==> config.mk <==
export PLATFORM = sky130hd
export DESIGN_NAME = ascii_to_display_code_packer
export DESIGN_NICKNAME = d
export VERILOG_FILES = /design/src/adcp_pkg.sv /design/src/adcp_pack.sv /design/src/adcp_ser.sv /design/src/ascii_to_display_code_packer.sv
export VERILOG_INCLUDE_DIRS = /design/src /design/src/src
export SDC_FILE = /design/constraint.sdc
export NUM_CORES = 1
export LEC_CHECK = 0
export BUFFER_PORTS_ARGS = -buffer_cell sky130_fd_sc_hd__buf_2
export CAP_MARGIN = 10
export CORE_MARGIN = 2
export CORE_UTILIZATION = 50
export DETAILED_ROUTE_END_ITERATION = 7
export HOLD_SLACK_MARGIN = 0.03
export PLACE_DENSITY = 0.66
export SLEW_MARGIN = 20
export SYNTH_ARGS = -nofsm -noshare
export SYNTH_HDL_FRONTEND = slang
export SYNTH_SLANG_ARGS = --single-unit
==> constraint.sdc <==
create_clock -name clk -period 5.3 [get_ports clk]
set_input_delay 1.59 -clock clk [delete_from_list [all_inputs] [get_ports clk]]
set_output_delay 1.59 -clock clk [all_outputs]
set_load 0.02 [all_outputs]
==> src/ascii_to_display_code_packer_macros.svh <==
// ---------------------------------------------------------------------------
// ascii_to_display_code_packer_macros.svh
// Assertion macros for the display code packer. Bodies vanish in synthesis.
// ---------------------------------------------------------------------------
`ifndef ASCII_TO_DISPLAY_CODE_PACKER_MACROS_SVH
`define ASCII_TO_DISPLAY_CODE_PACKER_MACROS_SVH

`ifndef SYNTHESIS

// Checked on every clock edge once reset is released.
`define ADCP_ASSERT(label, prop) \
  label: assert property (@(posedge clk) disable iff (!rst_n) prop) \
    else $error("display code packer check failed");

// Checked on every clock edge, including while reset is held.
`define ADCP_ASSERT_ALWAYS(label, prop) \
  label: assert property (@(posedge clk) prop) \
    else $error("display code packer check failed");

`else

`define ADCP_ASSERT(label, prop)
`define ADCP_ASSERT_ALWAYS(label, prop)

`endif

`endif

==> src/adcp_pkg.sv <==
// ---------------------------------------------------------------------------
// adcp_pkg
// Types, constants and the character code table of the display code packer.
// ---------------------------------------------------------------------------
`timescale 1ns / 1ps
`default_nettype none

package adcp_pkg;

  localparam int CODE_W         = 6;
  localparam int WORD_W         = 60;
  localparam int CODES_PER_WORD = 10;
  localparam int BURST_BYTES    = 15;
  localparam int BURST_W        = BURST_BYTES * 8;

  localparam logic [3:0] LAST_SLOT    = 4'd9;
  localparam logic [3:0] BYTES_NONE   = 4'd0;
  localparam logic [3:0] BYTES_FIRST  = 4'd7;
  localparam logic [3:0] BYTES_SECOND = 4'd8;
  localparam logic [3:0] BYTES_DOUBLE = 4'd15;

  localparam logic       FUNC_CHAR    = 1'b0;
  localparam logic       FUNC_END     = 1'b1;
  localparam logic [7:0] CHAR_NEWLINE = 8'h0A;

  typedef struct packed {
    logic       func;
    logic [7:0] char_byte;
  } in_item_t;

  typedef struct packed {
    logic [7:0] out_byte;
    logic       last;
  } out_item_t;

  // Bytes of one item, left aligned, handed from the packer to the serializer.
  typedef struct packed {
    logic               vld;
    logic [3:0]         count;
    logic [BURST_W-1:0] data;
  } burst_t;

  localparam logic [CODE_W-1:0] CODE_ROM [128] = '{
    6'o00, 6'o00, 6'o00, 6'o00, 6'o00, 6'o00, 6'o00, 6'o00,
    6'o00, 6'o00, 6'o00, 6'o00, 6'o00, 6'o00, 6'o00, 6'o00,
    6'o00, 6'o00, 6'o00, 6'o00, 6'o00, 6'o00, 6'o00, 6'o00,
    6'o00, 6'o00, 6'o00, 6'o00, 6'o00, 6'o00, 6'o00, 6'o00,
    6'o55, 6'o66, 6'o64, 6'o60, 6'o53, 6'o63, 6'o67, 6'o70,
    6'o51, 6'o52, 6'o47, 6'o45, 6'o56, 6'o46, 6'o57, 6'o50,
    6'o33, 6'o34, 6'o35, 6'o36, 6'o37, 6'o40, 6'o41, 6'o42,
    6'o43, 6'o44, 6'o00, 6'o77, 6'o72, 6'o54, 6'o73, 6'o71,
    6'o74, 6'o01, 6'o02, 6'o03, 6'o04, 6'o05, 6'o06, 6'o07,
    6'o10, 6'o11, 6'o12, 6'o13, 6'o14, 6'o15, 6'o16, 6'o17,
    6'o20, 6'o21, 6'o22, 6'o23, 6'o24, 6'o25, 6'o26, 6'o27,
    6'o30, 6'o31, 6'o32, 6'o61, 6'o75, 6'o62, 6'o76, 6'o65,
    6'o00, 6'o01, 6'o02, 6'o03, 6'o04, 6'o05, 6'o06, 6'o07,
    6'o10, 6'o11, 6'o12, 6'o13, 6'o14, 6'o15, 6'o16, 6'o17,
    6'o20, 6'o21, 6'o22, 6'o23, 6'o24, 6'o25, 6'o26, 6'o27,
    6'o30, 6'o31, 6'o32, 6'o61, 6'o00, 6'o00, 6'o00, 6'o00
  };

endpackage

`default_nettype wire

==> src/adcp_pack.sv <==
// ---------------------------------------------------------------------------
// adcp_pack
// Input register, word packing state and the byte burst of each item.
// ---------------------------------------------------------------------------
`timescale 1ns / 1ps
`default_nettype none

module adcp_pack (
  input  wire logic              clk,
  input  wire logic              rst_n,
  input  wire logic              in_valid,
  output logic                   in_stall,
  input  wire adcp_pkg::in_item_t in_data,
  input  wire logic              ser_ready,
  output adcp_pkg::burst_t       burst
);

  adcp_pkg::in_item_t item_r;
  logic                               vld_r, vld_nxt;
  logic [adcp_pkg::WORD_W-1:0]        acc_r, acc_nxt, acc_ins, send_w;
  logic [3:0]                         cnt_r, cnt_nxt, slot;
  logic                               first_r, first_nxt;
  logic [3:0]                         carry_r, carry_nxt;
  logic [adcp_pkg::CODE_W-1:0]        code;
  logic                               is_end, is_nl, full, sending, double_w;
  logic [3:0]                         nbytes;
  logic                               adv;

  always_comb begin
    slot = (cnt_r > adcp_pkg::LAST_SLOT) ? adcp_pkg::LAST_SLOT : cnt_r;
    code = adcp_pkg::CODE_ROM[item_r.char_byte[6:0]];

    // Drop the new code into its slot, most significant slot first.
    acc_ins = acc_r;
    for (int i = 0; i < adcp_pkg::CODES_PER_WORD; i++) begin
      if (slot == 4'(i)) begin
        acc_ins[adcp_pkg::WORD_W-1-adcp_pkg::CODE_W*i -: adcp_pkg::CODE_W] =
          acc_r[adcp_pkg::WORD_W-1-adcp_pkg::CODE_W*i -: adcp_pkg::CODE_W] | code;
      end
    end

    is_end   = (item_r.func == adcp_pkg::FUNC_END);
    is_nl    = !is_end && (item_r.char_byte == adcp_pkg::CHAR_NEWLINE);
    full     = !is_end && !is_nl && (slot == adcp_pkg::LAST_SLOT);
    sending  = (is_end && !first_r) || is_nl || full;
    double_w = is_nl && (slot == adcp_pkg::LAST_SLOT);
    send_w   = is_end ? '0 : (is_nl ? acc_r : acc_ins);

    if (!sending) begin
      nbytes = adcp_pkg::BYTES_NONE;
    end else if (double_w) begin
      nbytes = adcp_pkg::BYTES_DOUBLE;
    end else if (first_r) begin
      nbytes = adcp_pkg::BYTES_FIRST;
    end else begin
      nbytes = adcp_pkg::BYTES_SECOND;
    end

    // A zero-byte item never waits on the serializer.
    adv      = vld_r && ((nbytes == adcp_pkg::BYTES_NONE) || ser_ready);
    in_stall = vld_r && !adv;
    vld_nxt  = in_stall ? vld_r : in_valid;

    burst.vld   = adv && sending;
    burst.count = nbytes;
    burst.data  = first_r ? {send_w, 60'd0} : {carry_r, send_w, 56'd0};
  end

  always_comb begin
    acc_nxt   = acc_r;
    cnt_nxt   = cnt_r;
    first_nxt = first_r;
    carry_nxt = carry_r;
    if (adv) begin
      if (is_end || is_nl || full) begin
        acc_nxt = '0;
        cnt_nxt = '0;
      end else begin
        acc_nxt = acc_ins;
        cnt_nxt = slot + 4'd1;
      end
      if (sending) begin
        if (double_w) begin
          carry_nxt = '0;
        end else begin
          first_nxt = !first_r;
          carry_nxt = first_r ? send_w[3:0] : 4'd0;
        end
      end
    end
  end

  always_ff @(posedge clk) begin
    if (!rst_n) begin
      vld_r   <= 1'b0;
      acc_r   <= '0;
      cnt_r   <= '0;
      first_r <= 1'b1;
      carry_r <= '0;
    end else begin
      vld_r   <= vld_nxt;
      acc_r   <= acc_nxt;
      cnt_r   <= cnt_nxt;
      first_r <= first_nxt;
      carry_r <= carry_nxt;
    end
  end

  always_ff @(posedge clk) begin
    if (in_valid && !in_stall) begin
      item_r <= in_data;
    end
  end

endmodule

`default_nettype wire

==> src/adcp_ser.sv <==
// ---------------------------------------------------------------------------
// adcp_ser
// Byte serializer: holds one burst and sends it one beat per cycle while out_stall is low.
// ---------------------------------------------------------------------------
`timescale 1ns / 1ps
`default_nettype none

module adcp_ser (
  input  wire logic               clk,
  input  wire logic               rst_n,
  input  wire adcp_pkg::burst_t   burst,
  output logic                    ser_ready,
  output logic                    out_valid,
  input  wire logic               out_stall,
  output adcp_pkg::out_item_t     out_data
);

  logic [adcp_pkg::BURST_W-1:0] vec_r, vec_nxt;
  logic [3:0]                   rem_r, rem_nxt;
  logic                         take;

  always_comb begin
    out_valid         = (rem_r != 4'd0);
    take              = out_valid && !out_stall;
    out_data.out_byte = vec_r[adcp_pkg::BURST_W-1 -: 8];
    out_data.last     = (rem_r == 4'd1);
    // A new burst may land in the cycle the final beat of the old one leaves.
    ser_ready         = !out_valid || (out_data.last && !out_stall);

    vec_nxt = vec_r;
    rem_nxt = rem_r;
    if (burst.vld) begin
      vec_nxt = burst.data;
      rem_nxt = burst.count;
    end else if (take) begin
      vec_nxt = {vec_r[adcp_pkg::BURST_W-9:0], 8'h00};
      rem_nxt = rem_r - 4'd1;
    end
  end

  always_ff @(posedge clk) begin
    if (!rst_n) begin
      rem_r <= '0;
    end else begin
      rem_r <= rem_nxt;
    end
  end

  always_ff @(posedge clk) begin
    vec_r <= vec_nxt;
  end

endmodule

`default_nettype wire

==> src/ascii_to_display_code_packer.sv <==
// ---------------------------------------------------------------------------
// ascii_to_display_code_packer
// ASCII to 6-bit display code converter with a packed 60-bit word byte stream.
// ---------------------------------------------------------------------------
// One input beat can be taken every cycle while in_stall is low. A character
// that does not complete a word, and an end beat with nothing pending, produce
// no output. A beat that sends words produces 7, 8 or 15 output beats at one
// per cycle while out_stall is low; the single byte serializer sets the rate
// then, so the next beat that also sends words waits until that burst is down
// to its last byte. Beats pass the input register, then the serializer's byte
// register; the last output beat of each input beat is flagged with last.
`timescale 1ns / 1ps
`default_nettype none

`include "ascii_to_display_code_packer_macros.svh"

module ascii_to_display_code_packer (
  input  wire logic                clk,
  input  wire logic                rst_n,
  input  wire logic                in_valid,
  output logic                     in_stall,
  input  wire adcp_pkg::in_item_t  in_data,
  output logic                     out_valid,
  input  wire logic                out_stall,
  output adcp_pkg::out_item_t      out_data
);

  adcp_pkg::burst_t burst;
  logic             ser_ready;

  adcp_pack u_pack (
    .clk       (clk),
    .rst_n     (rst_n),
    .in_valid  (in_valid),
    .in_stall  (in_stall),
    .in_data   (in_data),
    .ser_ready (ser_ready),
    .burst     (burst)
  );

  adcp_ser u_ser (
    .clk       (clk),
    .rst_n     (rst_n),
    .burst     (burst),
    .ser_ready (ser_ready),
    .out_valid (out_valid),
    .out_stall (out_stall),
    .out_data  (out_data)
  );

  `ADCP_ASSERT(a_burst_len, burst.vld |-> (burst.count == adcp_pkg::BYTES_FIRST || burst.count == adcp_pkg::BYTES_SECOND || burst.count == adcp_pkg::BYTES_DOUBLE))
  `ADCP_ASSERT(a_burst_fits, burst.vld |-> ser_ready)
  `ADCP_ASSERT(a_idle_no_stall, !out_valid |-> !in_stall)
  `ADCP_ASSERT_ALWAYS(a_reset_quiet, !rst_n |=> !out_valid)

endmodule

`default_nettype wire
; Word level (Yosys, flattened, before mapping)
; Memories as Yosys holds them, arrays and structs flattened.
; Cells that the tools add are included.
[word_totals]
memories = 1
romBits = 768
elab_cells = 94
in_bits = 13
regBits = 203
[classes]
muxes = 27
n_addsub = 2
magnitude_cmp = 2
reduce_logical = 30
bitwise_logic = 12
eq_ne = 11
[mem_list]
columns = name, depth, width, rd, rd_clocked_by_memory_dff, wr, line_no
row1 = (name not given), 128, 6, 1, 0, 0, adcp_pack.sv:31  ; code = adcp_pkg::CODE_ROM[item_r.char_byte[6:0]];
[ops]
columns = cell, n
row1 = $mux W120, 3
row2 = $mux W60, 3
row3 = $mux W6, 12
row4 = $or A6 B6 Y6, 10
row5 = $mux W4, 9
row6 = $eq A4 B3 Y1 const B, 4
row7 = $logic_and A1 B1 Y1, 11
row8 = $eq A4 B1 Y1 const B, 2
row9 = $eq A4 B2 Y1 const B, 2
row10 = $eq A4 B4 Y1 const B, 2
row11 = $eq A8 B4 Y1 const B, 1
row12 = $ge A8 B8 Y1 const B, 1
row13 = $logic_not A4 Y1, 2
row14 = $not A7 Y8, 1
row15 = $logic_not A1 Y1, 7
row16 = $logic_or A1 B1 Y1, 6
row17 = $add A4 B1 Y4 const B, 1
row18 = $gt A4 B4 Y1 const B, 1
row19 = $reduce_bool A4 Y1, 1
row20 = $sub A4 B1 Y4 const B, 1
row21 = $reduce_and A3 Y1, 1
row22 = $reduce_and A2 Y1, 1
row23 = $reduce_bool A2 Y1, 1
row24 = $not A1 Y1, 1

; Longest topological paths before layout
; Gate-level depths: netlist (run 1).
[depth]
word_depth = 14
mapped_depth = 14
ltp_nobuf = 10

; Modules after synthesis
; Synthesis (run 1) repeated with hierarchy kept, for this count alone.
[unflattened]
hier_cells = 972
hier_area_um2 = 10776.6
[modules_own_cells]
columns = mod, area_each_um2, cells_each, n_inst
row1 = adcp_ser, 5552.8, 299, 1
row2 = adcp_pack, 5223.8, 673, 1

; Least setup slack after synthesis (run 1)
; No wires, ideal clock.
[synth_path]
path_type = input-to-reg
startpoint = input out_stall
endpoint = register u_ser.vec_r[100] (netlist name), enable pin
path_slack_ps = 647
required_ps = 4611
arrival_time_ps = 3964
stages = 6
path_cell_list = nor2b_1 -> o211ai_1 -> a21o_1 -> buf_2 -> buf_1 -> nand2_1
[synth_via]
elab_chain_cells = 7
word_cells_on_any_way = 8
[synth_lines]
columns = element, line_no
row1 = "start, declared", ascii_to_display_code_packer.sv:24  ; input wire logic out_stall,
row2 = $logic_not A1 Y1 (*), "adcp_ser.sv:24, adcp_ser.sv:28"
row3 = $logic_and A1 B1 Y1, adcp_ser.sv:28  ; ser_ready = !out_valid || (out_data.last && !out_stall);
row4 = $logic_or A1 B1 Y1, adcp_ser.sv:28
row5 = $logic_or A1 B1 Y1, adcp_pack.sv:60  ; adv = vld_r && ((nbytes == adcp_pkg::BYTES_NONE) || ser_ready);
row6 = $logic_and A1 B1 Y1, adcp_pack.sv:60
row7 = $logic_and A1 B1 Y1, adcp_pack.sv:64  ; burst.vld = adv && sending;
row8 = $reduce_bool A2 Y1 (no source line) (*), -
row9 = "end signal, assigned", adcp_ser.sv:50  ; vec_r <= vec_nxt;
row10 = "end, declared", adcp_ser.sv:18  ; logic [adcp_pkg::BURST_W-1:0] vec_r, vec_nxt;
; Mark *: on every way between the ends. The rest lies on a longest branch, timed or not.
; A chain may end at the register's enable or synchronous reset.

; Worst setup path after layout (run 1)
[layout_path]
startpoint = register u_pack.cnt_r[3]
endpoint = output in_stall
[layout_via]
elab_chain_cells = 11
word_cells_on_any_way = 13
[layout_lines]
columns = element, line_no
row1 = "start, declared", adcp_pack.sv:21  ; logic [3:0] cnt_r, cnt_nxt, slot;
row2 = "start signal, assigned", adcp_pack.sv:103  ; cnt_r <= cnt_nxt;
row3 = $gt A4 B4 Y1, adcp_pack.sv:30  ; slot = (cnt_r > adcp_pkg::LAST_SLOT) ? adcp_pkg::LAST_SLOT : cnt_r;
row4 = $mux W4 (*), adcp_pack.sv:30
row5 = $eq A4 B4 Y1 (*), "adcp_pack.sv:44, adcp_pack.sv:46"
row6 = $logic_and A1 B1 Y1 (on tied branches), "adcp_pack.sv:46, adcp_pack.sv:44"
row7 = $mux W4 or $logic_or A1 B1 Y1 (tied branches), "adcp_pack.sv:51, adcp_pack.sv:45"
row8 = $mux W4 (*), adcp_pack.sv:49  ; if (!sending) begin
row9 = $logic_not A4 Y1 (*), adcp_pack.sv:60
row10 = $logic_or A1 B1 Y1 (*), adcp_pack.sv:60
row11 = $logic_and A1 B1 Y1 (*), adcp_pack.sv:60
row12 = $logic_not A1 Y1 (*), adcp_pack.sv:61  ; in_stall = vld_r && !adv;
row13 = $logic_and A1 B1 Y1 (*), adcp_pack.sv:61
row14 = "end, declared", ascii_to_display_code_packer.sv:21  ; output logic in_stall,
; Marks and branches as above.

==> impl_metrics.env, run 1 <==
export IMPL_run_status="finished clean"
export IMPL_grt_usage_pct=26.65
export IMPL_fin_util_pct=55.27
export IMPL_most_used_flip_flop_cell_after_synthesis="dfxtp_1"
export IMPL_drt_pre_antenna_iters=5
export IMPL_hp_class="reg2reg"
export IMPL_cts_hold_fix_buffers=0
export IMPL_regToRegStartpoint="u_pack.cnt_r[3]"
export IMPL_synth_area_um2=7632
export IMPL_worst_endpoint_required_ns=3.71
export IMPL_synthCells=795
export IMPL_worst_vdd_drop_mv=0.2912
export IMPL_slowest_delay_ns=0.71
export IMPL_cp_start_kind="flip-flop"
export IMPL_finClkSkew_ns=0.01117
export IMPL_synth_seq_cells=147
export IMPL_total_clock_buffers_created_by_cts=17
export IMPL_core_um2=15030
export IMPL_maximum_root_to_sink_buffer_count=2
export IMPL_timing_setup_tns_ns=0
export IMPL_cellLeakagePower_nw=2.911
export IMPL_starting_density_of_the_core_pct=50.77
export IMPL_timing_hold_worst_start="u_pack.acc_r[38]"
export IMPL_cp_cell_sequence="o21a_1, nor2_1, inv_1, ha_1, nand2_1, o21a_1, a21oi_1, buf_2"
export IMPL_maxSlewHeadroom_pct=30.56
export IMPL_tightestPinTransition_ns=1.042
export IMPL_synth_net_count=821
export IMPL_grt_met2_usage_pct=40.83
export IMPL_min_delay_path_depth=2
export IMPL_antenna_found_initial=0
export IMPL_core_rowCount=45
export IMPL_clockRootBuffer="clkbuf_16"
export IMPL_antennaDiodeCount=0
export IMPL_numPortBuffers=23
export IMPL_filler_cell_count=1328
export IMPL_fin_crit_ns=4.688
export IMPL_grt_util_met3_pct=5.444
export IMPL_detail_route_vias_per_cell=6.616
export IMPL_critical_path_slowest_cell="dfxtp_1"
export IMPL_cts_htree_levels=4
export IMPL_postSynthAreaPerCell_um2=9.600
export IMPL_biggest_fanout_along_the_worst_timing_path=20
export IMPL_cts_resized=0
export IMPL_drt_wirelength_per_cell_um=21.77
export IMPL_num_vias=6451
export IMPL_cp_end_kind="output port"
export IMPL_grt_overflow_total=0
export IMPL_post_synthesis_sequential_area_ratio_pct=48.13
export IMPL_hpwlAfterDp_um=14200
export IMPL_timing_hold_violations_final=0
export IMPL_detailedRoute_firstIterationViolations=823
export IMPL_die_area_um2=16270
export IMPL_synth_yosys_warnings=0
export IMPL_grt_setup_unrepaired="no"
export IMPL_area_growth_pct=8.869
export IMPL_route_antenna_remaining_nets=0
export IMPL_place_detailed_instances=942
export IMPL_cellPowerDensity_nw_per_um2=427.9
export IMPL_yosys_top_cells_count="a21oi_1, nor2_1, dfxtp_1"
export IMPL_stdcell_count=975
export IMPL_die_h_um=127.6
export IMPL_most_frequently_used_cell_type_in_the_post_synthesis_netlist="a21oi_1"
export IMPL_crit_path_end="in_stall"
export IMPL_post_synth_top_area_cell="edfxtp_1"
export IMPL_cap_viol_max_count=0
export IMPL_clock_insertion_delay_worst_skew_ns=0.44
export IMPL_synth_edf_count=73
export IMPL_reg2regPathDepth=10
export IMPL_first_global_vias=6051
export IMPL_ys_top_cells_by_area="edfxtp_1, dfxtp_1, a21oi_1"
export IMPL_global_route_peak_usage_layer="met2"
export IMPL_grt_pass1_wl_um=33470
export IMPL_synth_top_cell_area_share_pct=28.72
export IMPL_synth_async_sr_flop_share_pct=0
export IMPL_worstSetupPathType="reg2out"
export IMPL_number_of_remaining_drc_errors=0
export IMPL_fmax_mhz=213.3
export IMPL_layout_drive_gt1_share_pct=12.45
export IMPL_final_max_slew_violation_count=0
export IMPL_route_final_wire_length_um=21230
export IMPL_clk_pin_slew_worst_paths_ns=0.07
export IMPL_gpl_final_weighted_congestion=0.9236
export IMPL_design_final_nets=800
export IMPL_fin_crit_sh_pct=88.45
export IMPL_cp_common_cell="o21a_1"
export IMPL_cts_tree="done"
export IMPL_critPathArrivalTime_ns=3.10
export IMPL_die_width_um=127.6
export IMPL_grtUsageMet1_pct=35.98
export IMPL_timing_rr_end="u_ser.vec_r[84]"
export IMPL_cell_variety_after_synth=78
export IMPL_number_of_top_level_pins=24
export IMPL_grt_max_degree=61
export IMPL_timing_reg2reg_setup_slack_ns=1.24
export IMPL_setup_worst_path_start="u_pack.cnt_r[3]"
export IMPL_post_cts_repair_setup_buffers=0
export IMPL_final_setup_viol_count=0
export IMPL_clock_sinks=147
-- worst max-delay path: cells and delay by family, from the launching register on --
kind                       cells  cell delay (ns)
and+or+nand+nor                2             0.43
AOI/OAI and AO/OA              3             0.75
buffers and inverters          2             0.31
DFF                            1             0.71
adders and majority gates      1             0.45
-- through the flow --
stage               hold WS, ns  instance area [um^2]  power, mW  setup slack (ns)
floorplan                0.4290                  7632      2.166            0.6467
global placement         0.4438                  7686      2.329             1.200
detailed placement       0.4534                  7686      2.358             1.101
CTS                      0.4667                  8290      3.561            0.6322
global route             0.4864                  8309      3.703            0.3880
finish                   0.4651                  8309      3.556            0.6124
-- placed cells by master, fill, tap and decap left out, drive strengths merged, types with 3 or more instances in the layout --
master,n
or3,3
a2111oi,4
nor3,7
and3,18
o31ai,9
a22oi,12
dfxtp,74
a31oi,35
a32o,7
a2bb2oi,5
buf,39
a221o,19
mux2i,3
a211oi,7
o211ai,8
clkbuf,21
a221oi,15
nor2b,17
nand3,11
nand2,50
o21ai,38
edfxtp,73
nand3b,4
nor2,87
a211o,7
o21a,9
a22o,14
clkinv,5
a21oi,91
and2,5
inv,18
o22ai,5
ha,13
nand2b,9
-- report_power, final --
part           leakage (nW)  internal [mW]  switching, mW  total (mW)
combinational          1.33          0.249          0.487       0.737
clock                 0.295          0.720          0.495        1.22
sequential             1.29           1.51         0.0946        1.60
total                  2.91           2.48           1.08        3.56
-- registers in the layout, indices dropped and copies added, names as in the netlist --
signal          count
u_ser.vec_r        64
u_pack.acc_r       60
u_pack.item_r       8
u_pack.carry_r      4
u_pack.cnt_r        4
u_ser.rem_r         4
u_pack.first_r      1
u_pack.is_end       1
u_pack.vld_r        1
-- routing by layer --
metal  vias up  wire length (um)
met5         -                 0
met4         0               773
met3        57              1433
met2       292              9697
met1      3124              9325
li1       2978                 -
-- worst min-delay path by stage --
stage,to,slack (ns)
3_3_place_gp,u_pack.acc_r[26],0.44
3_5_place_dp,u_pack.acc_r[38],0.45
5_1_grt,u_pack.carry_r[3],0.49
4_1_cts,u_pack.acc_r[38],0.47
2_1_floorplan,u_pack.acc_r[12],0.43
6_report,u_pack.acc_r[38],0.47
-- cells by family (layout without fill, tap and decap cells) --
kind of cell,after synthesis,count (layout),share of synthesized area [%]
flip-flops,147,147,48.13
XOR/XNOR,3,3,0.3443
adder cells (fa/ha/maj),13,13,2.131
multiplexers,5,5,0.6885
AO/OA/AOI/OAI,308,308,27.87
AND/OR/NAND/NOR,225,225,14.46
buffers and inverters,94,86,6.377
-- final cells by class --
class / count / area [um^2] / area share [%]
clock buffers: 20 / 489.2 / 5.888
clock inverters: 12 / 115.1 / 1.385
inverters: 14 / 52.55 / 0.6324
multi-input cells: 554 / 3487 / 41.97
flip-flops and latches: 147 / 3675 / 44.23
well taps: 188 / 235.2 / 2.831
repair buffers: 40 / 255.2 / 3.072
Power figures use the tool's default switching activity.
==> run 2: changes to the inputs <==
--- a/config.mk
+++ b/config.mk
@@ -10,10 +10,12 @@
 export CAP_MARGIN = 10
 export CORE_MARGIN = 2
 export CORE_UTILIZATION = 50
+export CTS_CLUSTER_SIZE = 25
 export DETAILED_ROUTE_END_ITERATION = 7
 export HOLD_SLACK_MARGIN = 0.03
 export PLACE_DENSITY = 0.66
 export SLEW_MARGIN = 20
 export SYNTH_ARGS = -nofsm -noshare
 export SYNTH_HDL_FRONTEND = slang
+export SYNTH_HIERARCHICAL = 1
 export SYNTH_SLANG_ARGS = --single-unit
==> constraint.sdc (replaced) <==
create_clock -name clk -period 5.3 [get_ports clk]
set_input_delay 0.265 -clock clk [delete_from_list [all_inputs] [get_ports clk]]
set_output_delay 0.265 -clock clk [all_outputs]
set_load 0.02 [all_outputs]
==> impl_metrics.env, run 2 <==
export IMPL_run_status="finished clean"
export IMPL_core_rowCount=53
export IMPL_antenna_found_initial=1
export IMPL_total_clock_buffers_created_by_cts=22
export IMPL_hp_class="in2reg"
export IMPL_postSynthAreaPerCell_um2=11.09
export IMPL_drt_pre_antenna_iters=5
export IMPL_yosys_top_cells_count="edfxtp_1, nor2_1, a211oi_1"
export IMPL_hpwlAfterDp_um=12400
export IMPL_worstSetupPathType="reg2reg"
export IMPL_cell_variety_after_synth=68
export IMPL_first_global_vias=6809
export IMPL_critPathArrivalTime_ns=4.01
export IMPL_reg_largest_list="u_ser/vec_r x120, u_pack/acc_r x60, u_pack/item_r x8"
export IMPL_synth_edf_count=129
export IMPL_final_cell_mix="edfxtp_1, nor2_1, a211oi_1, dfxtp_1, mux2_2"
export IMPL_filler_cell_count=1859
export IMPL_cts_resized=0
export IMPL_cts_hold_fix_buffers=10
export IMPL_maxSlewHeadroom_pct=28.48
export IMPL_gpl_final_weighted_congestion=0.8753
export IMPL_synth_yosys_warnings=6
export IMPL_die_h_um=150.8
export IMPL_number_of_top_level_pins=24
export IMPL_cellPowerDensity_nw_per_um2=464.8
export IMPL_grt_overflow_total=0
export IMPL_fmax_mhz=266.0
export IMPL_most_frequently_used_cell_type_in_the_post_synthesis_netlist="edfxtp_1"
export IMPL_detail_route_vias_per_cell=5.766
export IMPL_cts_tree="done"
export IMPL_synth_seq_cells=203
export IMPL_timing_hold_violations_final=0
export IMPL_clock_insertion_delay_worst_skew_ns=0.52
export IMPL_ys_top_cells_by_area="edfxtp_1, dfxtp_1, mux2_4"
export IMPL_register_name_with_the_most_flops="u_ser/vec_r"
export IMPL_number_of_remaining_drc_errors=0
export IMPL_synth_top_cell_area_share_pct=35.95
export IMPL_synthCells=972
export IMPL_fin_crit_sh_pct=70.92
export IMPL_multi_input_comb_area_um2=4676
export IMPL_worst_endpoint_required_ns=5.55
export IMPL_largest_register_ff_count=120
export IMPL_cp_end_kind="flip-flop"
export IMPL_post_cts_repair_setup_buffers=0
export IMPL_cellLeakagePower_nw=4.053
export IMPL_layout_drive_gt1_share_pct=20.50
export IMPL_route_antenna_remaining_nets=0
export IMPL_synth_area_um2=10780
export IMPL_worst_vdd_drop_mv=0.7628
export IMPL_clockRootBuffer="clkbuf_16"
export IMPL_area_growth_pct=7.198
export IMPL_synth_async_sr_flop_share_pct=0
export IMPL_final_worst_hold_slack_ns=0.1067
export IMPL_clock_sinks=203
export IMPL_cp_start_kind="flip-flop"
export IMPL_detailedRoute_firstIterationViolations=458
export IMPL_grt_max_degree=125
export IMPL_register_area_um2=5356
export IMPL_core_um2=21090
export IMPL_final_common_cell="edfxtp_1"
export IMPL_timing_setup_tns_ns=0
export IMPL_cap_viol_max_count=0
export IMPL_maximum_root_to_sink_buffer_count=3
export IMPL_clk_pin_slew_worst_paths_ns=0.06
export IMPL_grt_usage_pct=19.46
export IMPL_final_setup_viol_count=0
export IMPL_final_max_slew_violation_count=0
export IMPL_die_width_um=150.8
export IMPL_grt_pass1_wl_um=35400
export IMPL_design_final_nets=972
export IMPL_starting_density_of_the_core_pct=51.10
export IMPL_tightestPinTransition_ns=1.073
export IMPL_finClkSkew_ns=0.01945
export IMPL_route_final_wire_length_um=21730
export IMPL_post_synth_top_area_cell="edfxtp_1"
export IMPL_grt_setup_unrepaired="no"
export IMPL_die_area_um2=22740
export IMPL_fin_crit_ns=3.759
export IMPL_post_synthesis_sequential_area_ratio_pct=49.69
export IMPL_numPortBuffers=23
export IMPL_most_used_flip_flop_cell_after_synthesis="edfxtp_1"
export IMPL_cts_htree_levels=1
export IMPL_biggest_fanout_along_the_worst_timing_path=124
export IMPL_num_vias=7132
export IMPL_drt_wirelength_per_cell_um=17.57
-- run 2: changes by cell type after synthesis, moves of 13 or more --
cell / change
and3_1: -17
nor3_1: +13
mux2_2: +60
mux2_4: +50
a21oi_1: -49
edfxtp_1: +56
a31oi_1: +21
a221o_1: -18
o21ai_0: -18
buf_4: +55
nor2b_1: -13
nand2_1: -15
a211oi_1: +71
a22o_1: -13
-- run 2: metal layers --
metal / global-route usage (%) / part of all wire [%] / vias up
li1: - / - / 3455
met5: 0 / 0 / -
met4: 5.327 / 1.8 / 0
met2: 32.57 / 47 / 162
met1: 26.12 / 46 / 3483
met3: 3.494 / 5.2 / 32
-- run 2: logic make-up after synthesis --
logic type | Yosys count | synth area share [%]
AOI/OAI and AO/OA | 259 | 16.44
and+or+nand+nor | 204 | 9.079
DFF | 203 | 49.69
buffers and inverters | 174 | 9.137
muxes | 117 | 14.03
adders and majority gates | 13 | 1.509
other | 1 | 0.03480
xor gates and xnor gates | 1 | 0.08129
-- run 2: critical path, cell delays in order, from the launching register on --
cell and delay, ns:
edfxtp_1 0.52, inv_1 0.21, ha_1 0.20, or4b_4 0.49, nor3_4 0.18, nor3_2 0.11
or3b_1 0.57, inv_6 0.12, buf_12 0.45, mux2_2 0.41
-- run 2: layout make-up --
cell class                 count  share of cell area, %
antenna                        1                0.02166
clock buffer                  28                  5.047
clock inverter                11                  1.430
inverter                      24                 0.8231
multi-input combinational    650                  40.47
sequential                   203                  46.37
tap                          275                  2.978
timing repair buffer          45                  2.859
-- run 2: worst paths after layout --
check	from	to	slack [ns]	cells past startpoint
setup reg to reg	u_pack/item_r[0]	u_ser/vec_r[118]	1.54	9
hold / removal	rst_n	u_pack/first_r	0.11	2
hold reg to reg	u_pack/acc_r[3]	u_pack/acc_r[3]	0.43	2
setup / recovery	u_pack/item_r[0]	u_ser/vec_r[118]	1.54	9
-- run 2: where the power goes --
group / internal [mW] / total, mW / switching (mW)
logic: 0.571 / 1.32 / 0.745
clock network: 0.973 / 1.59 / 0.618
registers: 2.32 / 2.46 / 0.146
total: 3.86 / 5.37 / 1.51
-- run 2: stage by stage --
| stage | worst slack [ns] | power, mW | instance area, um^2 | std cells | util, % |
|---|---|---|---|---|---|
| global route | 1.403 | 5.625 | 11550 | 1236 | 54.77 |
| CTS | 1.610 | 5.409 | 11550 | 1236 | 54.77 |
| floorplan | 0.8384 | 3.587 | 10990 | 1027 | - |
| detailed placement | 1.629 | 3.809 | 10700 | 1187 | 50.75 |
| global placement | 1.695 | 3.773 | 10690 | 1187 | 50.71 |
| finish | 1.541 | 5.369 | 11550 | 1237 | 54.78 |
